==> config.mk <==
export PLATFORM = sky130hd
export DESIGN_NAME = intel_hex_record_encoder_flat
export DESIGN_NICKNAME = d
export VERILOG_FILES = /design/src/design/ihre_pkg.sv /design/src/design/ihre_req_if.sv /design/src/design/ihre_rsp_if.sv /design/src/design/intel_hex_record_encoder.sv /design/src/flat_wrapper.sv
export VERILOG_INCLUDE_DIRS = /design/src /design/src/design
export SDC_FILE = /design/constraint.sdc
export NUM_CORES = 1
export LEC_CHECK = 0
export BUFFER_PORTS_ARGS = -buffer_cell sky130_fd_sc_hd__buf_2
export CAP_MARGIN = 20
export CORE_UTILIZATION = 30
export CTS_CLUSTER_SIZE = 40
export DETAILED_ROUTE_END_ITERATION = 10
export GPL_ROUTABILITY_DRIVEN = 0
export PLACE_DENSITY_LB_ADDON = 0.1
export SLEW_MARGIN = 25
export SYNTH_ARGS = -nofsm -noshare
export SYNTH_HDL_FRONTEND = slang
export SYNTH_SLANG_ARGS = --single-unit
==> constraint.sdc <==
create_clock -name clock -period 6.6 [get_ports clock]
set_input_delay 1.98 -clock clock [delete_from_list [all_inputs] [get_ports clock]]
set_output_delay 1.98 -clock clock [all_outputs]
set_load 0.005 [all_outputs]
==> src/design/intel_hex_record_encoder_defines.svh <==
// assertion macros for the intel hex record encoder
// depends on nothing; included by the encoder, the file that carries assertions
`ifndef INTEL_HEX_RECORD_ENCODER_DEFINES_SVH
`define INTEL_HEX_RECORD_ENCODER_DEFINES_SVH
`ifndef SYNTHESIS
`define IHRE_ASSERT_SAME(lbl, clk, rst, ante, cons, msg) \
   lbl: assert property (@(posedge clk) disable iff (rst) (ante) |-> (cons)) else $error(msg);
`define IHRE_ASSERT_NEXT(lbl, clk, rst, ante, cons, msg) \
   lbl: assert property (@(posedge clk) disable iff (rst) (ante) |=> (cons)) else $error(msg);
`else
`define IHRE_ASSERT_SAME(lbl, clk, rst, ante, cons, msg)
`define IHRE_ASSERT_NEXT(lbl, clk, rst, ante, cons, msg)
`endif
`endif

==> src/design/ihre_pkg.sv <==
// types, constants and the control store of the intel hex record encoder
// depends on nothing
package ihre_pkg;

   localparam logic [7:0] CHAR_COLON   = 8'h3A;
   localparam logic [7:0] CHAR_NEWLINE = 8'h0A;
   localparam int         MAX_PIECES   = 38;
   localparam int         PCNT_W       = 6;
   localparam int         PC_W         = 5;
   localparam logic [PC_W-1:0] PC_UPPER = 5'd0;
   localparam logic [PC_W-1:0] PC_DATA  = 5'd9;
   localparam logic [PC_W-1:0] PC_EOF   = 5'd17;
   localparam logic [1:0] CSR_BASE_IDX  = 2'd0;

   typedef enum logic [1:0] {
      ST_IDLE = 2'b01,
      ST_RUN  = 2'b10
   } state_type;

   typedef enum logic [3:0] {
      SRC_COLON,
      SRC_NEWLINE,
      SRC_CONST,
      SRC_UHI,
      SRC_ULO,
      SRC_UCHK,
      SRC_CNT,
      SRC_AHI,
      SRC_ALO,
      SRC_BUF,
      SRC_DCHK
   } src_type;

   typedef enum logic [2:0] {
      CTL_NEXT,
      CTL_LOOP,
      CTL_END_UPPER,
      CTL_END_DATA,
      CTL_END_EOF
   } ctl_type;

   typedef struct packed {
      src_type    src;
      logic [7:0] konst;
      ctl_type    ctl;
   } cword_type;

   function automatic cword_type ucode(input logic [PC_W-1:0] pc);
      cword_type w;
      w = '{src: SRC_NEWLINE, konst: 8'h00, ctl: CTL_END_EOF};
      unique case (pc)
         // extended linear address record
         5'd0:  w = '{src: SRC_COLON,   konst: 8'h00, ctl: CTL_NEXT};
         5'd1:  w = '{src: SRC_CONST,   konst: 8'h02, ctl: CTL_NEXT};
         5'd2:  w = '{src: SRC_CONST,   konst: 8'h00, ctl: CTL_NEXT};
         5'd3:  w = '{src: SRC_CONST,   konst: 8'h00, ctl: CTL_NEXT};
         5'd4:  w = '{src: SRC_CONST,   konst: 8'h04, ctl: CTL_NEXT};
         5'd5:  w = '{src: SRC_UHI,     konst: 8'h00, ctl: CTL_NEXT};
         5'd6:  w = '{src: SRC_ULO,     konst: 8'h00, ctl: CTL_NEXT};
         5'd7:  w = '{src: SRC_UCHK,    konst: 8'h00, ctl: CTL_NEXT};
         5'd8:  w = '{src: SRC_NEWLINE, konst: 8'h00, ctl: CTL_END_UPPER};
         // data record
         5'd9:  w = '{src: SRC_COLON,   konst: 8'h00, ctl: CTL_NEXT};
         5'd10: w = '{src: SRC_CNT,     konst: 8'h00, ctl: CTL_NEXT};
         5'd11: w = '{src: SRC_AHI,     konst: 8'h00, ctl: CTL_NEXT};
         5'd12: w = '{src: SRC_ALO,     konst: 8'h00, ctl: CTL_NEXT};
         5'd13: w = '{src: SRC_CONST,   konst: 8'h00, ctl: CTL_NEXT};
         5'd14: w = '{src: SRC_BUF,     konst: 8'h00, ctl: CTL_LOOP};
         5'd15: w = '{src: SRC_DCHK,    konst: 8'h00, ctl: CTL_NEXT};
         5'd16: w = '{src: SRC_NEWLINE, konst: 8'h00, ctl: CTL_END_DATA};
         // end of file record
         5'd17: w = '{src: SRC_COLON,   konst: 8'h00, ctl: CTL_NEXT};
         5'd18: w = '{src: SRC_CONST,   konst: 8'h00, ctl: CTL_NEXT};
         5'd19: w = '{src: SRC_CONST,   konst: 8'h00, ctl: CTL_NEXT};
         5'd20: w = '{src: SRC_CONST,   konst: 8'h00, ctl: CTL_NEXT};
         5'd21: w = '{src: SRC_CONST,   konst: 8'h01, ctl: CTL_NEXT};
         5'd22: w = '{src: SRC_CONST,   konst: 8'hFF, ctl: CTL_NEXT};
         5'd23: w = '{src: SRC_NEWLINE, konst: 8'h00, ctl: CTL_END_EOF};
         default: w = '{src: SRC_NEWLINE, konst: 8'h00, ctl: CTL_END_EOF};
      endcase
      return w;
   endfunction

   function automatic logic [7:0] hex_char(input logic [3:0] nib);
      return (nib < 4'd10) ? (8'h30 + {4'h0, nib}) : (8'h37 + {4'h0, nib});
   endfunction

endpackage

==> src/design/ihre_req_if.sv <==
// input channel of the intel hex record encoder: one raw image byte per word
// depends on nothing
interface ihre_req_if;
   logic       valid;
   logic       ready;
   logic [7:0] data_byte;
   logic       last_byte;

   modport source (output valid, output data_byte, output last_byte, input ready);
   modport sink   (input valid, input data_byte, input last_byte, output ready);
endinterface

==> src/design/ihre_rsp_if.sv <==
// result channel of the intel hex record encoder: one text piece per word
// depends on nothing
interface ihre_rsp_if;
   logic       valid;
   logic       ready;
   logic [7:0] first_char;
   logic [7:0] second_char;
   logic [1:0] char_count;
   logic       run_last;

   modport source (output valid, output first_char, output second_char,
                   output char_count, output run_last, input ready);
   modport sink   (input valid, input first_char, input second_char,
                   input char_count, input run_last, output ready);
endinterface

==> src/design/intel_hex_record_encoder.sv <==
// intel hex encoder: a middle byte is taken with no output words
// a byte that opens or closes a record runs a microcode program at one word per cycle
// while the result channel is not stalled: 9 words for a type 04 record, fill count + 7
// for a data record, 7 for end of file; input is held off while the program runs
// synchronous active-high reset clears control state; record buffer needs no clearing
`include "intel_hex_record_encoder_defines.svh"
module intel_hex_record_encoder #(
   parameter int RECORD_BYTES = 16
) (
   input  logic        clock,
   input  logic        reset,
   ihre_req_if.sink    req_ch,
   ihre_rsp_if.source  rsp_ch,
   input  logic        csr_psel,
   input  logic        csr_penable,
   input  logic        csr_pwrite,
   input  logic [1:0]  csr_paddr,
   input  logic [31:0] csr_pwdata,
   output logic [31:0] csr_prdata,
   output logic        csr_pready
);

   localparam int FILL_W = $clog2(RECORD_BYTES + 1);
   localparam int IDX_W  = (RECORD_BYTES > 1) ? $clog2(RECORD_BYTES) : 1;

   // configuration
   logic [31:0] base_ff;
   logic        csr_wr;

   // architectural record state
   logic [7:0]        buf_ff [RECORD_BYTES];
   logic [7:0]        buf_rd_ff;
   logic [FILL_W-1:0] fill_ff,  fill_in;
   logic [31:0]       rsa_ff,   rsa_in;
   logic [15:0]       cur_ff,   cur_in;
   logic              hs_ff,    hs_in;
   logic [7:0]        sum_ff,   sum_in;

   // per-byte snapshot for the program
   logic [15:0]       up_ff,    up_in;
   logic [7:0]        uchk_ff,  uchk_in;
   logic [FILL_W-1:0] cnt_ff,   cnt_in;
   logic [15:0]       alo_ff,   alo_in;
   logic [7:0]        dchk_ff,  dchk_in;
   logic              dodat_ff, dodat_in;
   logic              doend_ff, doend_in;

   // sequencer
   ihre_pkg::state_type        state_ff, state_in;
   logic [ihre_pkg::PC_W-1:0]  pc_ff,    pc_in;
   logic [FILL_W-1:0]          idx_ff,   idx_in;
   logic [ihre_pkg::PCNT_W-1:0] pcnt_ff, pcnt_in;

   // output register
   logic       ov_ff,  ov_in;
   logic [7:0] oc1_ff, oc1_in;
   logic [7:0] oc2_ff, oc2_in;
   logic [1:0] ocn_ff, ocn_in;
   logic       olast_ff, olast_in;

   // accept side
   logic              req_acc;
   logic              do_upper;
   logic              flush;
   logic [31:0]       rsa_eff;
   logic [FILL_W-1:0] fill_new;
   logic [7:0]        sum_new;
   logic [7:0]        cnt8;

   // issue side
   ihre_pkg::cword_type cw;
   logic                out_free;
   logic                issue;
   logic                fin;
   logic [7:0]          hbyte;

   // csr port: one register, always ready
   assign csr_pready = 1'b1;
   assign csr_prdata = base_ff;
   assign csr_wr     = csr_psel && csr_penable && csr_pwrite &&
                       ((csr_paddr >> 2) == ihre_pkg::CSR_BASE_IDX);

   always_ff @(posedge clock) begin
      if (reset) begin
         base_ff <= '0;
      end else if (csr_wr) begin
         base_ff <= csr_pwdata;
      end
   end

   assign req_ch.ready = (state_ff == ihre_pkg::ST_IDLE);
   assign req_acc      = req_ch.valid && req_ch.ready;

   // byte intake: decide which records this byte opens or closes
   always_comb begin
      // the first byte of an image picks up the base address
      rsa_eff  = (fill_ff == '0 && !hs_ff) ? base_ff : rsa_ff;
      do_upper = (fill_ff == '0) && (!hs_ff || (rsa_ff[31:16] != cur_ff));
      fill_new = fill_ff + 1'b1;
      sum_new  = sum_ff + req_ch.data_byte;
      flush    = (fill_new == FILL_W'(RECORD_BYTES)) || req_ch.last_byte;
      cnt8     = 8'(fill_new);

      up_in    = rsa_eff[31:16];
      uchk_in  = 8'h00 - (8'h06 + rsa_eff[31:24] + rsa_eff[23:16]);
      cnt_in   = fill_new;
      alo_in   = rsa_eff[15:0];
      dchk_in  = 8'h00 - (cnt8 + rsa_eff[15:8] + rsa_eff[7:0] + sum_new);
      dodat_in = flush;
      doend_in = req_ch.last_byte;

      cur_in   = (fill_ff == '0) ? rsa_eff[31:16] : cur_ff;
      hs_in    = !req_ch.last_byte;
      fill_in  = flush ? '0 : fill_new;
      sum_in   = flush ? 8'h00 : sum_new;
      rsa_in   = flush ? (rsa_eff + 32'(fill_new)) : rsa_eff;
   end

   always_ff @(posedge clock) begin
      // registered buffer read, addressed by the next index so the data lines up with the issue
      buf_rd_ff <= buf_ff[idx_in[IDX_W-1:0]];
      if (req_acc) begin
         buf_ff[fill_ff[IDX_W-1:0]] <= req_ch.data_byte;
         up_ff    <= up_in;
         uchk_ff  <= uchk_in;
         cnt_ff   <= cnt_in;
         alo_ff   <= alo_in;
         dchk_ff  <= dchk_in;
         dodat_ff <= dodat_in;
         doend_ff <= doend_in;
      end
   end

   always_ff @(posedge clock) begin
      if (reset) begin
         fill_ff <= '0;
         rsa_ff  <= '0;
         cur_ff  <= '0;
         hs_ff   <= 1'b0;
         sum_ff  <= '0;
      end else if (req_acc) begin
         fill_ff <= fill_in;
         rsa_ff  <= rsa_in;
         cur_ff  <= cur_in;
         hs_ff   <= hs_in;
         sum_ff  <= sum_in;
      end
   end

   // microcode issue: one control word per word sent
   assign cw       = ihre_pkg::ucode(pc_ff);
   assign out_free = !ov_ff || rsp_ch.ready;
   assign issue    = (state_ff == ihre_pkg::ST_RUN) && out_free;

   always_comb begin
      // hex byte mux
      case (cw.src)
         ihre_pkg::SRC_UHI:  hbyte = up_ff[15:8];
         ihre_pkg::SRC_ULO:  hbyte = up_ff[7:0];
         ihre_pkg::SRC_UCHK: hbyte = uchk_ff;
         ihre_pkg::SRC_CNT:  hbyte = 8'(cnt_ff);
         ihre_pkg::SRC_AHI:  hbyte = alo_ff[15:8];
         ihre_pkg::SRC_ALO:  hbyte = alo_ff[7:0];
         ihre_pkg::SRC_BUF:  hbyte = buf_rd_ff;
         ihre_pkg::SRC_DCHK: hbyte = dchk_ff;
         default:            hbyte = cw.konst;
      endcase
   end

   always_comb begin
      state_in = state_ff;
      pc_in    = pc_ff;
      idx_in   = idx_ff;
      pcnt_in  = pcnt_ff;
      fin      = 1'b0;
      ov_in    = ov_ff && !rsp_ch.ready;
      oc1_in   = oc1_ff;
      oc2_in   = oc2_ff;
      ocn_in   = ocn_ff;
      olast_in = olast_ff;

      unique case (state_ff)
         ihre_pkg::ST_IDLE: begin
            idx_in  = '0;
            pcnt_in = '0;
            if (req_acc && do_upper) begin
               pc_in    = ihre_pkg::PC_UPPER;
               state_in = ihre_pkg::ST_RUN;
            end else if (req_acc && flush) begin
               pc_in    = ihre_pkg::PC_DATA;
               state_in = ihre_pkg::ST_RUN;
            end
         end
         ihre_pkg::ST_RUN: begin
            if (issue) begin
               // next control word and end of program
               case (cw.ctl)
                  ihre_pkg::CTL_LOOP: begin
                     if ((idx_ff + 1'b1) == cnt_ff) begin
                        pc_in  = pc_ff + 1'b1;
                        idx_in = '0;
                     end else begin
                        idx_in = idx_ff + 1'b1;
                     end
                  end
                  ihre_pkg::CTL_END_UPPER: begin
                     pc_in = ihre_pkg::PC_DATA;
                     fin   = !dodat_ff;
                  end
                  ihre_pkg::CTL_END_DATA: begin
                     pc_in = ihre_pkg::PC_EOF;
                     fin   = !doend_ff;
                  end
                  ihre_pkg::CTL_END_EOF: fin = 1'b1;
                  default:               pc_in = pc_ff + 1'b1;
               endcase
               // pieces past the per-byte limit are dropped
               if (pcnt_ff == ihre_pkg::PCNT_W'(ihre_pkg::MAX_PIECES - 1)) begin
                  fin = 1'b1;
               end
               pcnt_in = pcnt_ff + 1'b1;
               if (fin) begin
                  state_in = ihre_pkg::ST_IDLE;
               end

               // load the output word
               ov_in    = 1'b1;
               olast_in = fin;
               case (cw.src)
                  ihre_pkg::SRC_COLON: begin
                     oc1_in = ihre_pkg::CHAR_COLON;
                     oc2_in = 8'h00;
                     ocn_in = 2'd1;
                  end
                  ihre_pkg::SRC_NEWLINE: begin
                     oc1_in = ihre_pkg::CHAR_NEWLINE;
                     oc2_in = 8'h00;
                     ocn_in = 2'd1;
                  end
                  default: begin
                     oc1_in = ihre_pkg::hex_char(hbyte[7:4]);
                     oc2_in = ihre_pkg::hex_char(hbyte[3:0]);
                     ocn_in = 2'd2;
                  end
               endcase
            end
         end
         default: state_in = ihre_pkg::ST_IDLE;
      endcase
   end

   always_ff @(posedge clock) begin
      if (reset) begin
         state_ff <= ihre_pkg::ST_IDLE;
         pc_ff    <= '0;
         idx_ff   <= '0;
         pcnt_ff  <= '0;
         ov_ff    <= 1'b0;
      end else begin
         state_ff <= state_in;
         pc_ff    <= pc_in;
         idx_ff   <= idx_in;
         pcnt_ff  <= pcnt_in;
         ov_ff    <= ov_in;
      end
   end

   always_ff @(posedge clock) begin
      oc1_ff   <= oc1_in;
      oc2_ff   <= oc2_in;
      ocn_ff   <= ocn_in;
      olast_ff <= olast_in;
   end

   assign rsp_ch.valid       = ov_ff;
   assign rsp_ch.first_char  = oc1_ff;
   assign rsp_ch.second_char = oc2_ff;
   assign rsp_ch.char_count  = ocn_ff;
   assign rsp_ch.run_last    = olast_ff;

   // checks
   `IHRE_ASSERT_SAME(a_single_char, clock, reset, rsp_ch.valid && rsp_ch.char_count == 2'd1, (rsp_ch.first_char == ihre_pkg::CHAR_COLON || rsp_ch.first_char == ihre_pkg::CHAR_NEWLINE) && rsp_ch.second_char == 8'h00, "single-char word is not colon or newline")
   `IHRE_ASSERT_SAME(a_fill_range, clock, reset, 1'b1, fill_ff < FILL_W'(RECORD_BYTES), "fill count reached record size")
   `IHRE_ASSERT_SAME(a_loop_index, clock, reset, state_ff == ihre_pkg::ST_RUN && cw.ctl == ihre_pkg::CTL_LOOP, idx_ff < cnt_ff, "buffer index beyond record count")
   `IHRE_ASSERT_NEXT(a_last_clears, clock, reset, req_acc && req_ch.last_byte, fill_ff == '0 && !hs_ff, "image state not cleared after last byte")

endmodule

==> src/flat_wrapper.sv <==
// flat-port wrapper written by rule: the top's interface ports become plain ports
module intel_hex_record_encoder_flat 
#(
   parameter int RECORD_BYTES = 16
)
  (clock, reset, csr_psel, csr_penable, csr_pwrite, csr_paddr, csr_pwdata, csr_prdata, csr_pready, req_ch_valid, req_ch_data_byte, req_ch_last_byte, req_ch_ready, rsp_ch_valid, rsp_ch_first_char, rsp_ch_second_char, rsp_ch_char_count, rsp_ch_run_last, rsp_ch_ready);
  ihre_req_if req_ch_i ();
  ihre_rsp_if rsp_ch_i ();
  input  logic clock;
  input  logic reset;
  input  logic csr_psel;
  input  logic csr_penable;
  input  logic csr_pwrite;
  input  logic [1:0] csr_paddr;
  input  logic [31:0] csr_pwdata;
  output logic [31:0] csr_prdata;
  output logic csr_pready;
  input wire logic [$bits(req_ch_i.valid)-1:0] req_ch_valid;
  input wire logic [$bits(req_ch_i.data_byte)-1:0] req_ch_data_byte;
  input wire logic [$bits(req_ch_i.last_byte)-1:0] req_ch_last_byte;
  output wire logic [$bits(req_ch_i.ready)-1:0] req_ch_ready;
  output wire logic [$bits(rsp_ch_i.valid)-1:0] rsp_ch_valid;
  output wire logic [$bits(rsp_ch_i.first_char)-1:0] rsp_ch_first_char;
  output wire logic [$bits(rsp_ch_i.second_char)-1:0] rsp_ch_second_char;
  output wire logic [$bits(rsp_ch_i.char_count)-1:0] rsp_ch_char_count;
  output wire logic [$bits(rsp_ch_i.run_last)-1:0] rsp_ch_run_last;
  input wire logic [$bits(rsp_ch_i.ready)-1:0] rsp_ch_ready;
  assign req_ch_i.valid = req_ch_valid;
  assign req_ch_i.data_byte = req_ch_data_byte;
  assign req_ch_i.last_byte = req_ch_last_byte;
  assign req_ch_ready = req_ch_i.ready;
  assign rsp_ch_valid = rsp_ch_i.valid;
  assign rsp_ch_first_char = rsp_ch_i.first_char;
  assign rsp_ch_second_char = rsp_ch_i.second_char;
  assign rsp_ch_char_count = rsp_ch_i.char_count;
  assign rsp_ch_run_last = rsp_ch_i.run_last;
  assign rsp_ch_i.ready = rsp_ch_ready;
  intel_hex_record_encoder #(.RECORD_BYTES(RECORD_BYTES)) u_core (.clock(clock), .reset(reset), .req_ch(req_ch_i), .rsp_ch(rsp_ch_i), .csr_psel(csr_psel), .csr_penable(csr_penable), .csr_pwrite(csr_pwrite), .csr_paddr(csr_paddr), .csr_pwdata(csr_pwdata), .csr_prdata(csr_prdata), .csr_pready(csr_pready));
endmodule
[After elaboration in Yosys (flattened, before gate mapping)]
Memories as Yosys holds them, arrays and structs flattened. A register that Yosys moved wholly into a read port is not among the register bits.
Cells that the tools add are included.
Word-level totals
  memories: 2
  register bits: 187
  output and inout bits: 54
  logic and storage cells: 133
  memory bits (writable): 128
  bits in read-only memories: 480
  bits of input ports: 50
Memory list
  (name not given): words 32, bits a word 15, rd ports 1, clocked after Yosys merged registers in 1, write ports 0, line ihre_pkg.sv:51  | unique case (pc)
  u_core.buf_ff: words 16, bits a word 8, rd ports 1, clocked after Yosys merged registers in 1, write ports 1, line intel_hex_record_encoder.sv:31  | logic [7:0] buf_ff [RECORD_BYTES];
Operators by class
  reduce and logical (&&, ||, !) cells: 28
  $add $sub $neg: 17
  equality and inequality tests: 25
  multiplexer cells: 36
  $lt $le $gt $ge: 2
Operators by type and width (count)
  32-bit 2-to-1 mux: 2
  8-bit one-hot mux with 8 select lines: 1
  5-bit 2-to-1 mux: 10
  32-bit by 5-bit adder with 32-bit output: 1
  8-bit adder: 4
  6-bit by 4-bit adder with 7-bit output (first input constant): 4
  8-bit 2-to-1 mux: 3
  5-bit one-hot mux with 2 select lines: 2
  5-bit one-hot mux with 4 select lines: 1
  4-bit by 3-bit equality test with 1-bit output (second input constant): 4
  16-bit inequality test: 1
  8-bit one-hot mux with 2 select lines: 1
  1-bit by 8-bit subtractor with 8-bit output (first input constant): 2
  5-bit by 1-bit adder with 5-bit output (second input constant): 3
  4-bit equality test (second input constant): 3
  6-bit one-hot mux with 2 select lines: 1
  2-bit 2-to-1 mux: 5
  1-bit logical AND: 9
  3-bit by 8-bit adder with 8-bit output (first input constant): 1
  5-bit by 8-bit adder with 8-bit output: 1
  4-bit less-than comparator (second input constant): 2
  1-bit 2-to-1 mux: 7
  6-bit by 1-bit adder with 6-bit output (second input constant): 1
  3-bit by 2-bit equality test with 1-bit output (second input constant): 2
  other kinds (24): 37

[Longest topological paths before layout]
Gate-level depths: netlist (run 1).
  depth after elaboration: 9
  depth in mapped cells: 22
  depth with buffers taken out: 19

[Worst setup path before layout (run 1)]
Ideal clock, no wire load.
  kind: input to register
  start: in req_ch_data_byte[1]
  end: reg u_core.dchk_ff[7], data pin
  path buffers: 0
  library setup time: 263 ps
  data required time: 6337 ps
  setup slack: 981 ps
  arrival: 5355 ps
  stages: 15
  path through: ha_1 > a21o_1 > a21oi_1 > xnor2_1 > fa_1 > fa_1 > inv_1 > ha_1 > ha_1 > a21o_1 > a21oi_1 > o21bai_1 > a21oi_1 > xnor3_1 > xor2_1
On the way
  cells in the longest elaborated chain, start to end: 3
Ends and longest elaborated chain
  start: declaration: line flat_wrapper.sv:19  | input wire logic [$bits(req_ch_i.data_byte)-1:0] req_ch_data_byte;
  8-bit adder: line intel_hex_record_encoder.sv:100  | sum_new = sum_ff + req_ch.data_byte;
  8-bit adder: line intel_hex_record_encoder.sv:108  | dchk_in = 8'h00 - (cnt8 + rsa_eff[15:8] + rsa_eff[7:0] + sum_new);
  1-bit by 8-bit subtractor with 8-bit output: line intel_hex_record_encoder.sv:108
  net u_core.dchk_in[7]: line intel_hex_record_encoder.sv:44  | logic [7:0] dchk_ff, dchk_in;
  end signal: assignment: line intel_hex_record_encoder.sv:128  | dchk_ff <= dchk_in;
  end: declaration: line intel_hex_record_encoder.sv:44
The timed path passes the listed nets, and every way through them passes these cells.
A chain may end at the register's enable or synchronous reset.

[Worst setup path after layout (run 1)]
  start: in req_ch_data_byte[2]
  end: reg u_core.dchk_ff[7], data pin
The elaborated chain is that of the path after synthesis.

==> results.ini, run 1 <==
[status]
status = finished, final reports clean

[layout]
final_cell_area_sq_um = 19100
multiInputGateArea_sq_um = 7110
register_area_sq_um = 8650
nets = 1745
area_growth_pct = 16.8
antennaDiodeCount = 0
utilization = 0.355
drive_above_1_share = 0.139
nFillCells = 5389

[placed_design]
dp_hpwl_um = 32200
dpl-instance-area_sq_um = 17700
port_buffers = 98

[yosys]
synth.top_cell.area_share = 0.366
syn-cell-area_sq_um = 16400
yosys.area.top_type = edfxtp_1
yosysWarningCount = 0
synth_xor_area_frac = 0.0446
synthCells = 1525
synth.avg_cell_area_sq_um = 10.8
ys_async_sr_fraction = 0
synth_adder_area_share = 0.0606
synth.area.mux_share = 0.103
synth_seq_cells = 332
synth-edff-count = 200
synth.area.top_cells = edfxtp_1 37%, dfxtp_1 16%, mux2i_1 9.6%
netlist_top_cells_count = 200 x edfxtp_1, 196 x nand2_1, 157 x mux2i_1
yosys.area_share.simple = 0.120
ys.flop_type = edfxtp_1
synth-compound-area-share = 0.101
ys_seq_area_frac = 0.528
synth_most_common_cell = edfxtp_1
netlist-cell-type-count = 77
synth_top_family_by_area = simple AND/OR/NAND/NOR gates

[clock_network]
htree_levels = 2
clkLatencyLatePin_ns = 0.57
cts_tree = built
post_cts_buffers = 0
numCtsBuffers = 42
ctsHoldBuffers = 0
ctsResizeCount = 0
cts.sinks = 332
clk_pin_slew_ns = 0.05
clockRootBuffer = clkbuf_16
ctsLongestPathBuffers = 3

[timing]
slew_headroom = 0.309
skew_ns = 0.0215
worst_pin_slew_ns = 1.04
final_max_slew_viol_count = 0
fmax_ghz = 0.180
rsz0062_at_grt = no
period_share = 0.841
setup_viol_count_final = 0
period_needed_ns = 5.55
holdWs_ns = 0.459
hold_violations = 0
tns_ns = 0

[grt]
grt_pass1_vias = 11400
grt_max_degree = 83
antenna_found_initial = 0
grt.overflow.total = 0
track_usage = 0.164
grt_pass1_wl_um = 69700

[setup_path]
required_ns = 6.91
cp_num_buf_inv = 2
start_kind = primary input
path_cells = buf_2 -> ha_1 -> a21oi_1 -> xnor2_1 -> fa_1 -> fa_1 -> inv_1 -> ha_1 -> ha_1 -> a21o_1 -> a21oi_1 -> o21bai_1 -> a21oi_1 -> xnor3_1 -> xor2_1
cp_top_family = adder cells
worstPathArrival_ns = 5.86
worst_path_max_delay_cell = fa_1
worstReg2RegStart = u_core.fill_ff[0]
critical_path.max_stage_delay_ns = 0.51
cp_max_fo = 17
crit_type = primary input to register
crit_start = req_ch_data_byte[2]
cp-end-kind = register

[power_and_ir_drop]
p_per_area_nw_per_um2 = 332
ir_drop_v = 0.000175
finalPower_mw = 6.35
p_leak_nw = 7.24

[route]
ant_nets = 0
top_layer_used = met4
drc = 0
wl_met2_um = 21200
drt-total-wl_um = 45400
wl_met1_um = 21700
drtIter0Drc = 563
dr_wl_met3_um = 1430
num_vias = 11400
wire_per_inst_um = 19.3
viasPerCell = 4.85
first_pass_iters = 6

[hold_path]
hold_start = u_core.rsa_ff[0]
hp-class = register to register

[die]
dieArea_sq_um = 55600
die_w_um = 236
die_y_um = 236
initial_core_util = 0.304
core_sq_um = 53900
rows = 85
ios = 104

[flow_run]
max-cap-violations = 0

sequential cells by signal (all words and copies together), names as in the netlist, 2 cells and up:
name	flops
u_core.alo_ff	16
u_core.buf_ff	128
u_core.buf_rd_ff	8
u_core.cnt_ff	5
u_core.csr_prdata	32
u_core.cur_ff	16
u_core.cw	11
u_core.dchk_ff	8
u_core.fill_ff	5
u_core.idx_ff	5
u_core.pc_ff	5
u_core.pcnt_ff	6
u_core.rsa_ff	32
u_core.rsp_ch.char_count	2
u_core.rsp_ch.first_char	7
u_core.rsp_ch.second_char	7
u_core.state_ff	2
u_core.sum_ff	8
u_core.uchk_ff	8
u_core.up_ff	16
per-layer routing:
| layer | vias to the layer above | global-route usage |
|---|---|---|
| met2 | 198 | 0.268 |
| met4 | 0 | 0.0493 |
| met1 | 5529 | 0.224 |
| li1 | 5631 | - |
| met5 | - | 0 |
| met3 | 58 | 0.0247 |
cells in the final DEF, fill, tap and decap left out, types with 43 or more instances in the layout:
cell,n
edfxtp_1,200
nand2_1,195
mux2i_1,157
dfxtp_1,132
a21oi_1,110
nor2_1,97
buf_2,97
inv_1,94
xnor2_1,67
ha_1,57
clkbuf_16,43
through the flow:
step	setup WS [ns]	cells
floorplan	0.981	1526
global placement	0.442	2276
detailed placement	0.467	2276
CTS	1.04	2354
global route	0.775	2354
finish	1.05	2354
report_power, final:
group | switching, mW | leakage, nW | internal [mW]
registers | 0.115 | 2.91 | 2.48
logic | 0.904 | 3.65 | 0.511
clock network | 0.916 | 0.689 | 1.43
total | 1.94 | 7.24 | 4.42
cell type report:
type,instances,share of cell area
clock inverter,22,0.0135
tap,696,0.0455
multi-input combinational,1023,0.371
sequential,332,0.452
inverter,96,0.0189
clock buffer,56,0.0603
timing repair buffer,129,0.0386
worst register-to-register path, stage by stage (launching register included):
cell	delay, ns
dfxtp_1	0.40
inv_1	0.21
ha_1	0.26
nor2b_1	0.32
nand2_1	0.50
nand2_1	0.21
nand2_1	0.24
fa_1	0.58
fa_1	0.51
inv_1	0.04
ha_1	0.32
ha_1	0.31
a21o_1	0.18
a21oi_1	0.24
o21bai_1	0.10
a21oi_1	0.17
xnor3_1	0.24
xor2_1	0.15
cell families after synthesis:
kind of cell             count (synthesis)
AND/OR/NAND/NOR                        439
flip-flops                             332
AO/OA/AOI/OAI                          261
buffers and inverters                  171
multiplexers                           167
XOR/XNOR                                82
adder cells (fa/ha/maj)                 71
other                                    2
path summary, 6_finish.rpt:
path                                     endpoint  slack (ns)  cells past startpoint
worst min register to register   u_core.rsa_ff[0]        0.46                      2
worst max-delay path            u_core.dchk_ff[7]        1.05                     15
worst max register to register  u_core.dchk_ff[7]        1.38                     17
worst min-delay path             u_core.rsa_ff[0]        0.46                      2
(Power assumes the default switching activity.)
==> run 2, diff against run 1 <==
clock period = 5.8 ns   (was 6.6 ns; I/O delays follow)
==> run 2 against run 1 <==
Cell area up 0.51%. Critical path type unchanged. Sequential share of layout area decreased by 0.23 points. Utilization is 0.18 points higher.
==> results.ini, run 2 (same netlist as run 1, synthesis figures left out) <==
[power_and_ir_drop]
p_leak_nw = 7.33  ; was 7.24 nW
p_comb_frac = 0.230  ; was 0.223
power_switching_mw = 2.23  ; was 1.94 mW
p_per_area_nw_per_um2 = 374  ; was 332 nW/um^2
finalPower_mw = 7.20  ; was 6.35 mW
ir_drop_v = 0.000204  ; was 0.000175 V
clkPwrFrac = 0.360  ; was 0.369
p_int_mw = 4.97  ; was 4.42 mW
p_sw_frac = 0.310  ; was 0.305
power_frac_seq = 0.410  ; was 0.408

[setup_path]
crit_end = u_core.dchk_ff[7]  ; unchanged
cp-end-kind = register  ; unchanged
required_ns = 6.11  ; was 6.91 ns
critical_path.max_stage_delay_ns = 0.51  ; about the same
reg2reg_to = u_core.dchk_ff[7]  ; unchanged
r2r_setup_slack_ns = 0.81  ; was 1.38 ns
start_kind = primary input  ; unchanged
crit_start = req_ch_data_byte[1]  ; was req_ch_data_byte[2]
worstReg2RegStart = u_core.fill_ff[0]  ; unchanged
crit_type = primary input to register  ; unchanged
path_cells = buf_2 -> ha_1 -> a21o_1 -> a21oi_1 -> xnor2_1 -> fa_1 -> fa_1 -> inv_1 -> ha_1 -> ha_1 -> a21o_1 -> a21oi_1 -> o21bai_1 -> a21oi_1 -> xnor3_1 -> xor2_1  ; was buf_2 -> ha_1 -> a21oi_1 -> xnor2_1 -> fa_1 -> fa_1 -> inv_1 -> ha_1 -> ha_1 -> a21o_1 -> a21oi_1 -> o21bai_1 -> a21oi_1 -> xnor3_1 -> xor2_1
cp_max_fo = 3  ; was 17
reg2regPathDepth = 20  ; was 17
worst_path_max_delay_cell = fa_1  ; unchanged
worstPathArrival_ns = 5.51  ; was 5.86 ns

[layout]
area_growth_pct = 17.3  ; was 16.8%
largest_register_ff_count = 128  ; unchanged
antennaDiodeCount = 0  ; unchanged
final_common_cell = edfxtp_1  ; unchanged
final_cell_mix = 200 x edfxtp_1, 195 x nand2_1, 157 x mux2i_1  ; unchanged
multiInputGateArea_sq_um = 7100  ; was 7110 sq um
register_area_sq_um = 8650  ; unchanged
nets = 1765  ; was 1745
drive_above_1_share = 0.146  ; was 0.139
nFillCells = 5443  ; was 5389
utilization = 0.357  ; was 0.355

[clock_network]
numCtsBuffers = 42  ; unchanged
cts_tree = built  ; unchanged
ctsResizeCount = 0  ; unchanged
htree_levels = 2  ; unchanged
ctsHoldBuffers = 0  ; unchanged
post_cts_buffers = 0  ; unchanged
clockRootBuffer = clkbuf_16  ; unchanged
clk_pin_slew_ns = 0.06  ; was 0.05 ns
clkLatencyLatePin_ns = 0.58  ; was 0.57 ns
cts.sinks = 332  ; unchanged
ctsLongestPathBuffers = 3  ; unchanged

[route]
first_pass_iters = 4  ; was 6
drtIter0Drc = 546  ; was 563
wire_per_inst_um = 19.4  ; was 19.3 um
ant_nets = 0  ; unchanged
viasPerCell = 4.83  ; was 4.85
num_vias = 11500  ; was 11400
drt-total-wl_um = 46100  ; was 45400 um
drc = 0  ; unchanged

[timing]
slew_headroom = 0.314  ; was 0.309
skew_ns = 0.0217  ; was 0.0215 ns
worst_pin_slew_ns = 1.03  ; was 1.04 ns
fmax_ghz = 0.192
final_max_slew_viol_count = 0  ; unchanged
hold_violations = 0  ; unchanged
setup_viol_count_final = 0  ; unchanged
rsz0062_at_grt = no  ; unchanged
period_needed_ns = 5.20
period_share = 0.897
tns_ns = 0  ; unchanged
setup_ws_ns = 0.596  ; was 1.05 ns
holdWs_ns = 0.461  ; was 0.459 ns

[die]
die_y_um = 236  ; unchanged
rows = 85  ; unchanged
die_w_um = 236  ; unchanged
dieArea_sq_um = 55600  ; unchanged
initial_core_util = 0.304  ; unchanged
core_sq_um = 53900  ; unchanged
ios = 104  ; unchanged

[grt]
track_usage = 0.166  ; was 0.164
antenna_found_initial = 0  ; unchanged
grt_max_degree = 83  ; unchanged
grt.overflow.total = 0  ; unchanged
grt_pass1_vias = 11500  ; was 11400
grt_pass1_wl_um = 70500  ; was 69700 um

[placed_design]
dp_hpwl_um = 32400  ; was 32200 um
port_buffers = 98  ; unchanged
pre_cts_slack_ns = -0.00472  ; was 0.467 ns

[hold_path]
hp-class = register to register  ; unchanged

[flow_run]
max-cap-violations = 0  ; unchanged

[status]
status = finished, final reports clean  ; unchanged

## run 2: layer usage
layer	track usage	wire length [um]	up-vias
li1	-	-	5660
met1	0.227	21900	5542
met2	0.271	21400	204
met3	0.0235	1660	62
met4	0.0525	1080	0
met5	0	0	-
## run 2: worst min-delay path by stage
stage,cells past startpoint,from,slack (ns),endpoint
finish,2,u_core.rsa_ff[14],0.46,u_core.rsa_ff[14]
global route,2,u_core.rsa_ff[14],0.47,u_core.rsa_ff[14]
CTS,2,u_core.rsa_ff[14],0.46,u_core.rsa_ff[14]
detailed placement,2,u_core.rsa_ff[14],0.45,u_core.rsa_ff[14]
global placement,2,u_core.rsa_ff[14],0.44,u_core.rsa_ff[14]
floorplan,2,u_core.rsa_ff[14],0.43,u_core.rsa_ff[14]
## run 2: critical path, delay by kind of cell
family                     cells  cell delay, ns
adders and majority gates      5            1.92
AOI/OAI and AO/OA              6            1.03
xor gates and xnor gates       3            0.64
buffers and inverters          2            0.17
## run 2: final cells by class
type	instances	share of cell area
flip-flops and latches	332	0.450
multi-input cells	1023	0.369
clock buffers	55	0.0615
repair buffers	149	0.0462
well taps	696	0.0453
inverters	96	0.0188
clock inverters	23	0.00963
## run 2: metrics by stage
stage	std cells	area, sq um
after floorplan	1526	16400
after global placement	2296	17900
after detailed placement	2296	17900
after CTS	2374	19200
after global routing	2374	19200
final	2374	19200
## run 2: power by group through the flow
stage          combinational (mW)  sequential [mW]  clock [mW]
6_report                     1.66             2.95        2.59
5_1_grt                      1.86             2.98        2.78
4_1_cts                      1.68             2.96        2.68
3_5_place_dp                 1.67             3.00           0
3_3_place_gp                 1.67             3.00           0
2_1_floorplan                1.15             2.96           0
==> run 3, diff against run 2 <==
CTS_BUF_LIST = sky130_fd_sc_hd__clkbuf_4   (was default)
==> run 3 against run 2 <==
Fmax increased by 4.5%. Die area unchanged. Total power decreased by 4.9%.
==> results.ini, run 3 (same netlist as run 1, synthesis figures left out) <==
[placed_design]
pre_cts_slack_ns = -0.00472  ; unchanged
port_buffers = 98  ; unchanged
dp_hpwl_um = 32400  ; unchanged
dp.cells = 2296  ; unchanged

[clock_network]
clkLatencyLatePin_ns = 0.85  ; was 0.58 ns
numCtsBuffers = 98  ; was 42
post_cts_buffers = 0  ; unchanged
ctsHoldBuffers = 0  ; unchanged
ctsLongestPathBuffers = 3  ; unchanged
ctsResizeCount = 0  ; unchanged
clk_pin_slew_ns = 0.06  ; about the same
cts_tree = built  ; unchanged
cts.sinks = 332  ; unchanged
clockRootBuffer = clkbuf_4  ; was clkbuf_16
htree_levels = 3  ; was 2

[route]
drc = 0  ; unchanged
viasPerCell = 4.79  ; was 4.83
drt-total-wl_um = 46400  ; was 46100 um
ant_nets = 0  ; unchanged
drtIter0Drc = 487  ; was 546
num_vias = 11800  ; was 11500
wire_per_inst_um = 18.8  ; was 19.4 um
first_pass_iters = 4  ; unchanged

[power_and_ir_drop]
p_sw_frac = 0.324  ; was 0.310
p_int_mw = 4.63  ; was 4.97 mW
p_per_area_nw_per_um2 = 358  ; was 374 nW/um^2
finalPower_mw = 6.85  ; was 7.20 mW
power_switching_mw = 2.22  ; was 2.23 mW
ir_drop_v = 0.000149  ; was 0.000204 V
clkPwrFrac = 0.326  ; was 0.360
power_frac_seq = 0.431  ; was 0.410
p_comb_frac = 0.243  ; was 0.230
p_leak_nw = 7.39  ; was 7.33 nW

[die]
rows = 85  ; unchanged
die_w_um = 236  ; unchanged
initial_core_util = 0.304  ; unchanged
die_y_um = 236  ; unchanged
core_sq_um = 53900  ; unchanged
ios = 104  ; unchanged
dieArea_sq_um = 55600  ; unchanged

[grt]
antenna_found_initial = 2  ; was 0
grt_pass1_wl_um = 71000  ; was 70500 um
grt_max_degree = 83  ; unchanged
grt.busiest_layer = met2  ; unchanged
grt_pass1_vias = 11900  ; was 11500
track_usage = 0.168  ; was 0.166
grt_util_met2 = 0.270  ; was 0.271
grtUsageMet3 = 0.0387  ; was 0.0235
grt.overflow.total = 0  ; unchanged
grt_use_met1 = 0.222  ; was 0.227

[timing]
rsz0062_at_grt = no  ; unchanged
final_max_slew_viol_count = 0  ; unchanged
hold_violations = 0  ; unchanged
skew_ns = 0.0642  ; was 0.0217 ns
setup_ws_ns = 0.820  ; was 0.596 ns
setup_viol_count_final = 0  ; unchanged
fmax_ghz = 0.201  ; was 0.192 GHz
period_share = 0.859  ; was 0.897
slew_headroom = 0.323  ; was 0.314
holdWs_ns = 0.462  ; was 0.461 ns
worst_pin_slew_ns = 1.01  ; was 1.03 ns
period_needed_ns = 4.98  ; was 5.20 ns

[layout]
nets = 1821  ; was 1765
stdcell_count = 2470  ; was 2374
area_growth_pct = 16.6  ; was 17.3%
nFillCells = 5497  ; was 5443
drive_above_1_share = 0.187  ; was 0.146
largest_register_ff_count = 128  ; unchanged
final_cell_mix = 200 x edfxtp_1, 195 x nand2_1, 157 x mux2i_1  ; unchanged
utilization = 0.354  ; was 0.357
final_common_cell = edfxtp_1  ; unchanged

[setup_path]
cp-end-kind = register  ; unchanged
start_kind = register  ; was primary input
worstPathArrival_ns = 5.55  ; was 5.51 ns
path_cells = inv_1 -> ha_1 -> nand2b_1 -> nor2_4 -> buf_4 -> nand2_1 -> nand2_1 -> ha_1 -> inv_1 -> fa_1 -> inv_1 -> fa_1 -> inv_1 -> ha_1 -> a21o_1 -> a21oi_1 -> o21bai_1 -> a21oi_1 -> xnor3_1 -> xor2_1  ; was buf_2 -> ha_1 -> a21o_1 -> a21oi_1 -> xnor2_1 -> fa_1 -> fa_1 -> inv_1 -> ha_1 -> ha_1 -> a21o_1 -> a21oi_1 -> o21bai_1 -> a21oi_1 -> xnor3_1 -> xor2_1
cp_max_fo = 25  ; was 3
cp_num_buf_inv = 5  ; was 2
required_ns = 6.37  ; was 6.11 ns
cp_top_family = adder cells  ; unchanged
cp_common_cell = inv_1
worst_path_max_delay_cell = fa_1  ; unchanged
crit_type = register to register  ; was primary input to register
critical_path.max_stage_delay_ns = 0.52  ; was 0.51 ns

[status]
status = finished, final reports clean  ; unchanged

[hold_path]
hp-class = register to register  ; unchanged

[flow_run]
max-cap-violations = 0  ; unchanged

[run 3: cell count changes in the layout (fill, tap and decap cells not counted), sizes merged]
cell    previous run  this run
clkbuf            55       140
clkinv            19        27
diode              0         3
[run 3: cell type report]
type / count / area [sq um] / share of cell area
Antenna cell: 3 / 7.51 / 0.000393
Clock inverter: 31 / 186 / 0.00975
Multi-Input combinational cell: 1023 / 7100 / 0.371
Tap cell: 696 / 871 / 0.0456
Sequential cell: 332 / 8650 / 0.452
Clock buffer: 140 / 1050 / 0.0550
Timing Repair Buffer: 149 / 888 / 0.0465
Inverter: 96 / 362 / 0.0189
[run 3: worst reg2reg max path, cell delays in order, from the launching register on]
cell	delay, ns
dfxtp_1	0.40
inv_1	0.22
ha_1	0.27
nand2b_1	0.26
nor2_4	0.36
buf_4	0.41
nand2_1	0.09
nand2_1	0.16
ha_1	0.17
inv_1	0.06
fa_1	0.52
inv_1	0.05
fa_1	0.39
inv_1	0.11
ha_1	0.24
a21o_1	0.18
a21oi_1	0.20
o21bai_1	0.09
a21oi_1	0.16
xnor3_1	0.25
xor2_1	0.15
[run 3: worst paths after layout]
path,start,end,slack [ns],cells after the start
setup / recovery,u_core.fill_ff[0],u_core.dchk_ff[7],0.82,20
hold / removal,u_core.rsa_ff[14],u_core.rsa_ff[14],0.46,2
hold reg to reg,u_core.rsa_ff[14],u_core.rsa_ff[14],0.46,2
setup reg to reg,u_core.fill_ff[0],u_core.dchk_ff[7],0.82,20
[run 3: layer usage]
layer / wire [um] / part of all wire / vias up
met1: 21900 / 0.47 / 5661
met5: 0 / 0 / -
met2: 21400 / 0.46 / 253
met4: 1220 / 0.026 / 0
met3: 1850 / 0.040 / 79
li1: - / - / 5841
[run 3: power groups by stage]
stage	Clock, mW	Sequential (mW)	Combinational [mW]
finish	2.23	2.95	1.66
global route	2.47	2.98	1.86
CTS	2.33	2.96	1.68
detailed placement	0	3.00	1.67
global placement	0	3.00	1.67
floorplan	0	2.96	1.15
[run 3: metrics by stage]
stage / TNS (ns) / instance area [sq um]
4_1_cts: 0 / 19100
5_1_grt: 0 / 19100
3_5_place_dp: -0.00472 / 17900
6_report: 0 / 19100
3_3_place_gp: 0 / 17900
2_1_floorplan: 0 / 16400
